### src/rtl/core/rcf_pkg.sv
`default_nettype none

package rcf_pkg;

   localparam int MAX_WIDTH   = 64;
   localparam int MAX_HEIGHT  = 64;
   localparam int STORE_DEPTH = MAX_WIDTH * MAX_HEIGHT;
   localparam int ADDR_W      = $clog2(STORE_DEPTH);
   localparam int COL_W       = (MAX_WIDTH > 1) ? $clog2(MAX_WIDTH) : 1;
   localparam int ROW_W       = (MAX_HEIGHT > 1) ? $clog2(MAX_HEIGHT) : 1;

   localparam int COLOR_W = 32;
   localparam int DIM_W   = 7;
   localparam int POS_W   = 12;
   localparam int PROD_W  = 2 * POS_W;
   localparam int CMD_W   = 2;
   localparam int IDX_W   = 2;

   localparam logic [COLOR_W-1:0] BG_RESET = 32'hFFCC_CCCC;
   localparam logic [COLOR_W-1:0] FG_RESET = 32'hFF33_3333;

   localparam logic [CMD_W-1:0] CMD_CLEAR  = 2'd0;
   localparam logic [CMD_W-1:0] CMD_RECT   = 2'd1;
   localparam logic [CMD_W-1:0] CMD_CIRCLE = 2'd2;
   localparam logic [CMD_W-1:0] CMD_READ   = 2'd3;

   localparam logic [IDX_W-1:0] REG_FG_COLOR = 2'd0;
   localparam logic [IDX_W-1:0] REG_BG_COLOR = 2'd1;
   localparam logic [IDX_W-1:0] REG_WIDTH    = 2'd2;
   localparam logic [IDX_W-1:0] REG_HEIGHT   = 2'd3;

   // shared square unit operations
   localparam logic SQ_OP_MUL = 1'b0;
   localparam logic SQ_OP_DSQ = 1'b1;

   typedef struct packed {
      logic             op;
      logic [POS_W-1:0] opa;
      logic [POS_W-1:0] opb;
   } sq_req_type;

endpackage

`default_nettype wire

### src/rtl/core/rcf_sq_unit.sv
`default_nettype none

module rcf_sq_unit (
   input  wire logic                       clock,
   input  wire rcf_pkg::sq_req_type        sq_req,
   output logic [rcf_pkg::PROD_W-1:0]      sq_prod
);
   import rcf_pkg::*;

   logic [POS_W-1:0]  diff;
   logic [POS_W-1:0]  mul_a;
   logic [POS_W-1:0]  mul_b;
   logic [PROD_W-1:0] prod_ff;

   // absolute difference feeds both multiplier inputs when squaring a distance
   assign diff  = (sq_req.opa >= sq_req.opb) ? (sq_req.opa - sq_req.opb)
                                             : (sq_req.opb - sq_req.opa);
   assign mul_a = (sq_req.op == SQ_OP_DSQ) ? diff : sq_req.opa;
   assign mul_b = (sq_req.op == SQ_OP_DSQ) ? diff : sq_req.opb;

   always_ff @(posedge clock) begin
      prod_ff <= PROD_W'(mul_a) * PROD_W'(mul_b);
   end

   assign sq_prod = prod_ff;

endmodule

`default_nettype wire

### config.mk
export PLATFORM = sky130hd
export DESIGN_NAME = rcf_sq_unit
export DESIGN_NICKNAME = d
export VERILOG_FILES = /design/src/rtl/core/rcf_pkg.sv /design/src/rtl/core/rcf_sq_unit.sv
export SDC_FILE = /design/constraint.sdc
export NUM_CORES = 1
export LEC_CHECK = 0
export ABC_AREA = 1
export BUFFER_PORTS_ARGS = -buffer_cell sky130_fd_sc_hd__buf_2
export CORE_ASPECT_RATIO = 0.5
export CORE_MARGIN = 5
export CORE_UTILIZATION = 64
export CTS_BUF_LIST = sky130_fd_sc_hd__clkbuf_16
export DETAILED_ROUTE_END_ITERATION = 8
export GPL_TIMING_DRIVEN = 0
export PLACE_DENSITY = 0.9
export REMOVE_ABC_BUFFERS = 1
export SLEW_MARGIN = 40
export SYNTH_ARGS = -nofsm -noshare
export SYNTH_HDL_FRONTEND = slang
export SYNTH_SLANG_ARGS = --single-unit
### constraint.sdc
create_clock -name clock -period 7.15 [get_ports clock]
set_input_delay 0.3575 -clock clock [delete_from_list [all_inputs] [get_ports clock]]
set_output_delay 0.3575 -clock clock [all_outputs]
set_load 0.05 [all_outputs]
Word-level counts from Yosys, hierarchy flattened
Index checks and enable logic that the tools add are counted.
{ "totals": {"inputBits": 26, "out_inout_bits": 24, "elab_cells": 8, "regBits": 24} }
{ "op_classes": {"n_addsub": 2, "muxes": 3, "magnitude_cmp": 1, "n_mul": 1} }
{ "op_table": {"columns": ["op", "n"], "rows": [
  ["12-bit 2-to-1 mux", 3],
  ["12-bit by 12-bit multiplier with 24-bit output", 1],
  ["12-bit subtractor", 2],
  ["12-bit greater-or-equal comparator", 1]
]} }

Longest topological paths before layout
Gate-level depths: netlist of run 1.
{ "depth": {"ltp_word": 4, "mapped_depth": 37, "mapped_depth_nobuf": 36} }

Least setup slack after synthesis of run 1
OpenSTA, ideal clock, no wires.
{ "synth_timing": {"path_kind": "input-to-reg", "from": "input port sq_req[12] (netlist name)", "to": "register prod_ff[22], in the netlist sq_prod[22]", "slack_ps": 1200, "n_path_buf": 0, "arrival_ps": 5838, "path_stages": 29, "required_time_ps": 7038, "setup_time_ps": 112, "path_cell_list": "inv_1 -> ha_1 -> inv_1 -> fa_1 -> nand2_1 -> nand3_1 -> nand2_1 -> nand2_1 -> nor2_2 -> nand2_1 -> nand2_4 -> nand2_1 -> o21ai_2 -> nor2_1 -> fa_1 -> fa_1 -> fa_1 -> fa_1 -> inv_1 -> fa_1 -> inv_1 -> ha_1 -> nand2_1 -> nor2_1 -> nand4_1 -> o21ai_0 -> nand3b_1 -> nand3_1 -> nand2_1"} }
{ "synth_via": {"elab_chain_len": 4, "elab_cells_between_ends": 7, "classes_between": "add/sub (2); mul (1); order compare (1); mux (3)"} }
{ "synth_rtl": {"columns": ["item", "line", "rtl"], "rows": [
  ["from (decl)", "rcf_sq_unit.sv:5", "input wire rcf_pkg::sq_req_type sq_req,"],
  ["12-bit subtractor (tied with other cells)", "rcf_sq_unit.sv:17", ": (sq_req.opb - sq_req.opa);"],
  ["12-bit 2-to-1 mux", "rcf_sq_unit.sv:16", "assign diff = (sq_req.opa >= sq_req.opb) ? (sq_req.opa - sq_req.opb)"],
  ["12-bit 2-to-1 mux, on equally long branches", "rcf_sq_unit.sv:18, rcf_sq_unit.sv:19", null],
  ["12-bit by 12-bit multiplier with 24-bit output (*)", "rcf_sq_unit.sv:22", "prod_ff <= PROD_W'(mul_a) * PROD_W'(mul_b);"],
  ["to (signal assigned)", "rcf_sq_unit.sv:22", null],
  ["to (decl)", "rcf_sq_unit.sv:13", "logic [PROD_W-1:0] prod_ff;"]
]} }
Mark *: on every way between the ends. The rest lies on a longest branch, timed or not.

Final worst setup path of run 1
{ "layout_timing": {"from": "input port sq_req[12] (netlist name)", "to": "register prod_ff[20], in the netlist sq_prod[20]"} }
The elaborated chain is that of the path after synthesis.

==> results of run 1 <==
## synthesized netlist by cell type
cell	instances
dfxtp_1	24
a21boi_0	2
nand3b_1	2
ha_1	85
clkbuf_1	1
o21bai_1	1
o21ai_1	2
nand3_2	1
nand2_2	25
a21oi_1	28
o21ai_4	2
o211ai_1	2
xor2_1	13
nand2_1	263
nand3_1	34
fa_1	102
a21oi_4	6
or2_2	1
nor3_1	2
o21ai_0	12
inv_1	225
nor2_1	104
buf_6	1
o21ai_2	6
buf_2	5
clkinv_1	2
a21o_1	3
nor2_2	3
nand2_4	9
inv_2	14
o211a_1	1
a31oi_1	1
buf_4	1
nor2_4	1
nand4_1	10
xnor2_1	9
a21oi_2	4
## layer usage
layer	global-route usage, %	vias up	share of wire [%]
li1	-	3088	-
met1	36.82	2987	42
met2	46.84	362	46
met3	3.979	54	9.1
met4	9.055	0	2.7
met5	0	-	0
## layout by cell type, fill, tap and decap left out, types with 11 or more instances in the layout
| cell type | count |
|---|---|
| xor2_1 | 13 |
| nor2_1 | 104 |
| inv_2 | 14 |
| dfxtp_1 | 24 |
| ha_1 | 85 |
| a21oi_1 | 27 |
| nand2_2 | 25 |
| o21ai_0 | 11 |
| nand3_1 | 34 |
| fa_1 | 102 |
| nand2_1 | 263 |
| inv_1 | 225 |
| buf_2 | 48 |
## final timing paths
kind / start / cells after the start / endpoint / slack, ps
setup / recovery: sq_req[12] / 30 / sq_prod[20]$_DFF_P_ / 470
hold / removal: sq_req[0] / 5 / sq_prod[0]$_DFF_P_ / 640
## cell families (layout without fill, tap and decap cells)
group	after synthesis	after routing	share of synthesized area, %
AO/OA/AOI/OAI	70	70	7.028
XOR/XNOR	22	22	2.686
adder cells (fa/ha/maj)	187	187	43.29
buffers and inverters	249	293	13.27
flip-flops	24	24	6.697
AND/OR/NAND/NOR	455	455	27.03
## timing repair
| item | CTS | global route |
|---|---|---|
| hold buffers | 0 | 0 |
| resized for setup | 0 | 3 |
| endpoints found under the setup margin | 0 | 3 |
## through the flow
stage	instances	util (%)	hold slack [ps]	instance area, um2	setup WS, ps
2_1_floorplan	999	-	727.4	7127	1165
3_3_place_gp	1193	68.80	826.8	7553	157.1
3_5_place_dp	1193	68.82	826.6	7556	-12.29
4_1_cts	1196	69.50	750.9	7631	171.1
5_1_grt	1196	69.62	678.0	7644	31.05
6_report	1196	69.62	636.8	7644	469.2
## worst max-delay path: cells and delay by family
| family | cells | cell delay (ps) |
|---|---|---|
| simple gates | 10 | 1290 |
| buf+inv | 7 | 700 |
| compound gates | 4 | 930 |
| xor+xnor | 1 | 140 |
| fa+ha+maj | 8 | 3400 |
## cell type report
type / count / area, um2 / area share (%)
tap: 145 / 181.4 / 2.374
inverter: 241 / 904.6 / 11.84
clock buffer: 3 / 75.07 / 0.9822
timing repair buffer: 49 / 247.7 / 3.241
sequential: 24 / 480.5 / 6.286
multi-input combinational: 734 / 5754 / 75.28
==> flow_summary_export.csv, run 1 <==
group,metric,value,unit
sta,hold_violations,0,
routing,wl_per_cell,15.04,um
placement,portBuffers,49,
hold_path,hp-class,"in2reg",
clocking,cts_setup_buffers,0,
critical_path,required,7290,ps
synthesis,ys_top_cells_by_area,"fa_1, ha_1, nand2_1",
synthesis,synth_top_area_cell,"fa_1",
global_routing,grt_max_degree,46,
finish,layout-drive-gt1-share,11.99,%
routing,wl,17990,um
finish,largest_register_ffs,24,
global_routing,grt_pass1_vias,6533,
critical_path,cp_common_cell,"nand2_1",
flow_run,maxCapViolCount,0,
die,die_width,159.7,um
synthesis,ys_seq_elements,24,
sta,finalCritPeriodShare,93.44,%
sta,rsz0062_at_grt,"no",
die,row_count,27,
sta,slew_headroom,55.47,%
critical_path,crit_fanout,11,
run_status,outcome,"completed",
clocking,cts_tree,"done",
routing,routed_via_density,5.427,
sta,worst_pin_slew,668.0,ps
synthesis,avgSynthCellArea,7.125,um2
sta,setup_tns,0,ps
critical_path,end_kind,"flop",
sta,drv_slew,0,
die,pin_count,50,
placement,dp_hpwl,15560,um
critical_path,critPathLaunchType,"input pin",
global_routing,grt_pass1_wl,30770,um
die,die-area,13560,um2
sta,setup_viol,0,
routing,vias,6491,
routing,first_pass_iters,5,
routing,drt_iter0_markers,404,
routing,drc,0,
finish,area_growth,6.540,%
die,initial_core_util,65.34,%
critical_path,critPathKind,"in2reg",
clocking,cts.path.max_buffers,2,
global_routing,grt_use_total,27.57,%
sta,finalCriticalPeriod,6681,ps
finish,fillCellCount,885,
synthesis,yosysUniqueCellTypes,37,
clocking,clockRootBuffer,"clkbuf_16",
finish,antennaDiodeCount,0,
clocking,cts_max_level,1,
finish,num-nets-final,1266,
sta,max_freq,149.7,MHz
synthesis,ys_warn_count,0,
synthesis,synth.top_cell.area_share,28.46,%
placement,routabilityCongestion,0.9651,
routing,ant_nets,0,
clocking,cts_sinks,24,
synthesis,syn-cell-area,7174,um2
clocking,clkTransAtPathRegs,60,ps
die,die_h,84.87,um
synthesis,syn_inst,1007,
die,coreArea,10980,um2
critical_path,cp.arrival,6820,ps
critical_path,critPathSlowestCell,"fa_1",
clocking,numCtsBuffers,3,
global_routing,antenna_found_initial,0,
critical_path,cpPeakStageDelay,550,ps
synthesis,ys_seq_area_share,6.697,%
global_routing,grt_overflow,0,
Power of run 1 is left out: the tool's default activity adds up to more than one toggle a clock period on the data nets, which glitch-free logic cannot reach.
==> inputs of run 2 (changes only) <==
Settings changed: REMOVE_ABC_BUFFERS 1 to unset.
==> flow_summary_export.csv, run 2 (synthesized netlist as in run 1, its figures left out) <==
group,metric,value,unit
finish,largest_register_ffs,24,
sta,worst_pin_slew,626.9,ps
routing,vias,6586,
critical_path,critical-path-top-delay-family,"adder cells",
global_routing,antenna_found_initial,0,
global_routing,grt_pass1_vias,6793,
clocking,cts.path.max_buffers,2,
global_routing,grt_max_degree,13,
sta,finalCriticalPeriod,6716,ps
die,coreArea,10980,um2
finish,fillCellCount,886,
die,die-area,13560,um2
sta,max_freq,148.9,MHz
clocking,numCtsBuffers,3,
placement,place_ws,229.5,ps
sta,setup_viol,0,
sta,slew_headroom,58.21,%
critical_path,cpPeakStageDelay,550,ps
finish,num-nets-final,1273,
finish,antennaDiodeCount,0,
hold_path,hp-class,"in2reg",
routing,drc,0,
routing,ant_nets,0,
finish,layout-drive-gt1-share,12.29,%
critical_path,critPathKind,"in2reg",
routing,first_pass_iters,5,
synthesis,synth_nets,1220,
sta,hold_violations,0,
finish,layout_common_cells,"nand2_1, inv_1, nor2_1",
critical_path,crit_fanout,9,
critical_path,cp_num_buf_inv,5,
finish,layout_commonest_cell,"nand2_1",
placement,dp_hpwl,16000,um
run_status,outcome,"completed",
critical_path,critPathSlowestCell,"fa_1",
clocking,cts_setup_buffers,0,
clocking,cts_sinks,24,
global_routing,grt_overflow,0,
clocking,hold_buffers,0,
critical_path,required,7300,ps
critical_path,cp_common_cell,"nand2_1",
clocking,cts_max_level,1,
placement,routabilityCongestion,0.9555,
global_routing,grt_use_total,27.78,%
finish,multiInputGateArea,5742,um2
routing,drt_iter0_markers,426,
die,row_count,27,
sta,drv_slew,0,
clocking,cts_tree,"done",
die,initial_core_util,65.34,%
sta,finalCritPeriodShare,93.93,%
critical_path,end_kind,"flop",
routing,routed_via_density,5.475,
global_routing,grt_pass1_wl,31020,um
sta,setup_tns,0,ps
clocking,clkTransAtPathRegs,60,ps
clocking,post_cts_resized,0,
critical_path,critPathLaunchType,"input pin",
die,die_width,159.7,um
die,die_h,84.87,um
sta,rsz0062_at_grt,"no",
finish,seq_area,480.5,um2
placement,portBuffers,48,
flow_run,maxCapViolCount,0,
routing,wl_per_cell,15.35,um
sta,setup_slack,434.0,ps
finish,area_growth,6.924,%
critical_path,cp.arrival,6870,ps
sta,worst_hold_slack,560.3,ps
die,pin_count,50,
clocking,clockRootBuffer,"clkbuf_16",
routing,wl,18460,um
==> run 2: cell type report <==
| type | count | share of cell area (%) |
|---|---|---|
| Multi-Input combinational cell | 734 | 74.85 |
| Inverter | 241 | 11.79 |
| Sequential cell | 24 | 6.263 |
| Timing Repair Buffer | 48 | 3.132 |
| Tap cell | 145 | 2.365 |
| Clock buffer | 3 | 0.9786 |
| Buffer | 8 | 0.6198 |
==> run 2: metrics by stage <==
stage               util (%)  std cells  instance area (um2)
floorplan                  -       1007                 7174
global placement       69.19       1200                 7596
detailed placement     69.19       1200                 7596
CTS                    69.87       1203                 7671
global route           69.87       1203                 7671
finish                 69.87       1203                 7671
==> run 2: final timing paths <==
check,start,to,slack [ps],cells after the start
worst min-delay path,sq_req[0],sq_prod[0]$_DFF_P_,560,5
worst max-delay path,sq_req[12],sq_prod[22]$_DFF_P_,430,30
==> run 2: routing by layer <==
layer	global-route usage [%]	vias to the layer above	share of wire [%]
met5	0	-	0
li1	-	3103	-
met1	34.85	3081	40
met3	5.677	64	10
met2	48.61	338	46
met4	9.291	0	3.0
Power of run 2 is left out for the same reason.
==> inputs of run 3 (changes only) <==
Settings changed: CTS_BUF_LIST sky130_fd_sc_hd__clkbuf_16 to sky130_fd_sc_hd__clkbuf_4.
==> flow_summary_export.csv, run 3 (synthesized netlist as in run 1, its figures left out) <==
group,metric,value,unit
run_status,outcome,"completed",
sta,drv_slew,0,
routing,wl,18470,um
sta,rsz0062_at_grt,"no",
die,pin_count,50,
sta,worst_hold_slack,488.6,ps
critical_path,cpPeakStageDelay,550,ps
finish,layout-drive-gt1-share,12.29,%
clocking,post_cts_resized,0,
sta,hold_violations,0,
routing,routed_via_density,5.466,
finish,area_growth,6.191,%
sta,max_freq,149.9,MHz
routing,top_layer,"met4",
routing,ant_nets,0,
finish,num-nets-final,1273,
global_routing,antenna_found_initial,0,
global_routing,grt_pass1_wl,30990,um
die,die_width,159.7,um
finish,largest_register_ffs,24,
clocking,cts_max_level,1,
clocking,cts_tree,"done",
global_routing,grt_overflow,0,
finish,antennaDiodeCount,0,
sta,setup_tns,0,ps
clocking,numCtsBuffers,3,
die,die-area,13560,um2
sta,finalCritPeriodShare,93.31,%
global_routing,grt_pass1_vias,6764,
clocking,hold_buffers,0,
finish,layout_commonest_cell,"nand2_1",
critical_path,critPathSlowestCell,"fa_1",
routing,drt_iter0_markers,503,
global_routing,grt_use_total,27.72,%
clocking,clkTransAtPathRegs,140,ps
flow_run,maxCapViolCount,0,
placement,portBuffers,48,
global_routing,grt_max_degree,13,
routing,met2WireLength,8590,um
critical_path,required,7360,ps
routing,wl_per_cell,15.35,um
sta,finalCriticalPeriod,6672,ps
critical_path,crit_fanout,9,
clocking,clockRootBuffer,"clkbuf_4",
routing,first_pass_iters,5,
synthesis,synth_nets,1220,
routing,drc,0,
placement,dp_hpwl,16000,um
die,coreArea,10980,um2
sta,setup_viol,0,
sta,worst_pin_slew,636.9,ps
routing,vias,6576,
clocking,cts_setup_buffers,0,
critical_path,critPathLaunchType,"input pin",
die,row_count,27,
clocking,cts.path.max_buffers,2,
finish,layout_common_cells,"nand2_1, inv_1, nor2_1",
sta,slew_headroom,57.54,%
finish,fillCellCount,889,
die,die_h,84.87,um
routing,met3_length,1903,um
routing,wl_met1,7491,um
placement,dpl-instance-area,7596,um2
die,initial_core_util,65.34,%
critical_path,end_kind,"flop",
hold_path,hp-class,"in2reg",
clocking,cts_sinks,24,
placement,routabilityCongestion,0.9555,
critical_path,cp.arrival,6880,ps
critical_path,critPathKind,"in2reg",
finish,final_cell_area,7619,um2
critical_path,cp_common_cell,"nand2_1",
[run 3: cell counts in the layout (fill, tap and decap cells not counted)]
Identical to the previous run, type by type.
[run 3: routing by layer]
metal / GRT usage, % / vias up
li1: - / 3100
met1: 35.04 / 3097
met2: 48.50 / 327
met3: 5.531 / 52
met4: 8.819 / 0
met5: 0 / -
[run 3: final timing paths]
check,cells after the start,from,slack (ps),endpoint
setup / recovery,30,sq_req[12],480,sq_prod[22]$_DFF_P_
hold / removal,5,sq_req[0],490,sq_prod[0]$_DFF_P_
[run 3: cell type report]
type	instances	area (um2)	share of cell area [%]
multi-input cells	734	5742	75.37
inverters	241	904.6	11.87
flip-flops and latches	24	480.5	6.306
repair buffers	48	240.2	3.153
well taps	145	181.4	2.381
plain buffers	8	47.55	0.6241
clock buffers	3	22.52	0.2956
[run 3: worst max-delay path: cells and delay by family]
| family | cells | cell delay, ps |
|---|---|---|
| and+or+nand+nor | 15 | 1970 |
| AOI/OAI and AO/OA | 2 | 580 |
| buffers and inverters | 5 | 360 |
| adders and majority gates | 8 | 3600 |
[run 3: metrics by stage]
step	setup slack [ps]	std cells	utilization, %
6_report	478.3	1203	69.39
5_1_grt	61.16	1203	69.39
4_1_cts	537.9	1203	69.39
3_5_place_dp	229.5	1200	69.19
3_3_place_gp	292.2	1200	69.19
2_1_floorplan	1200	1007	-
Power of run 3 is left out for the same reason.
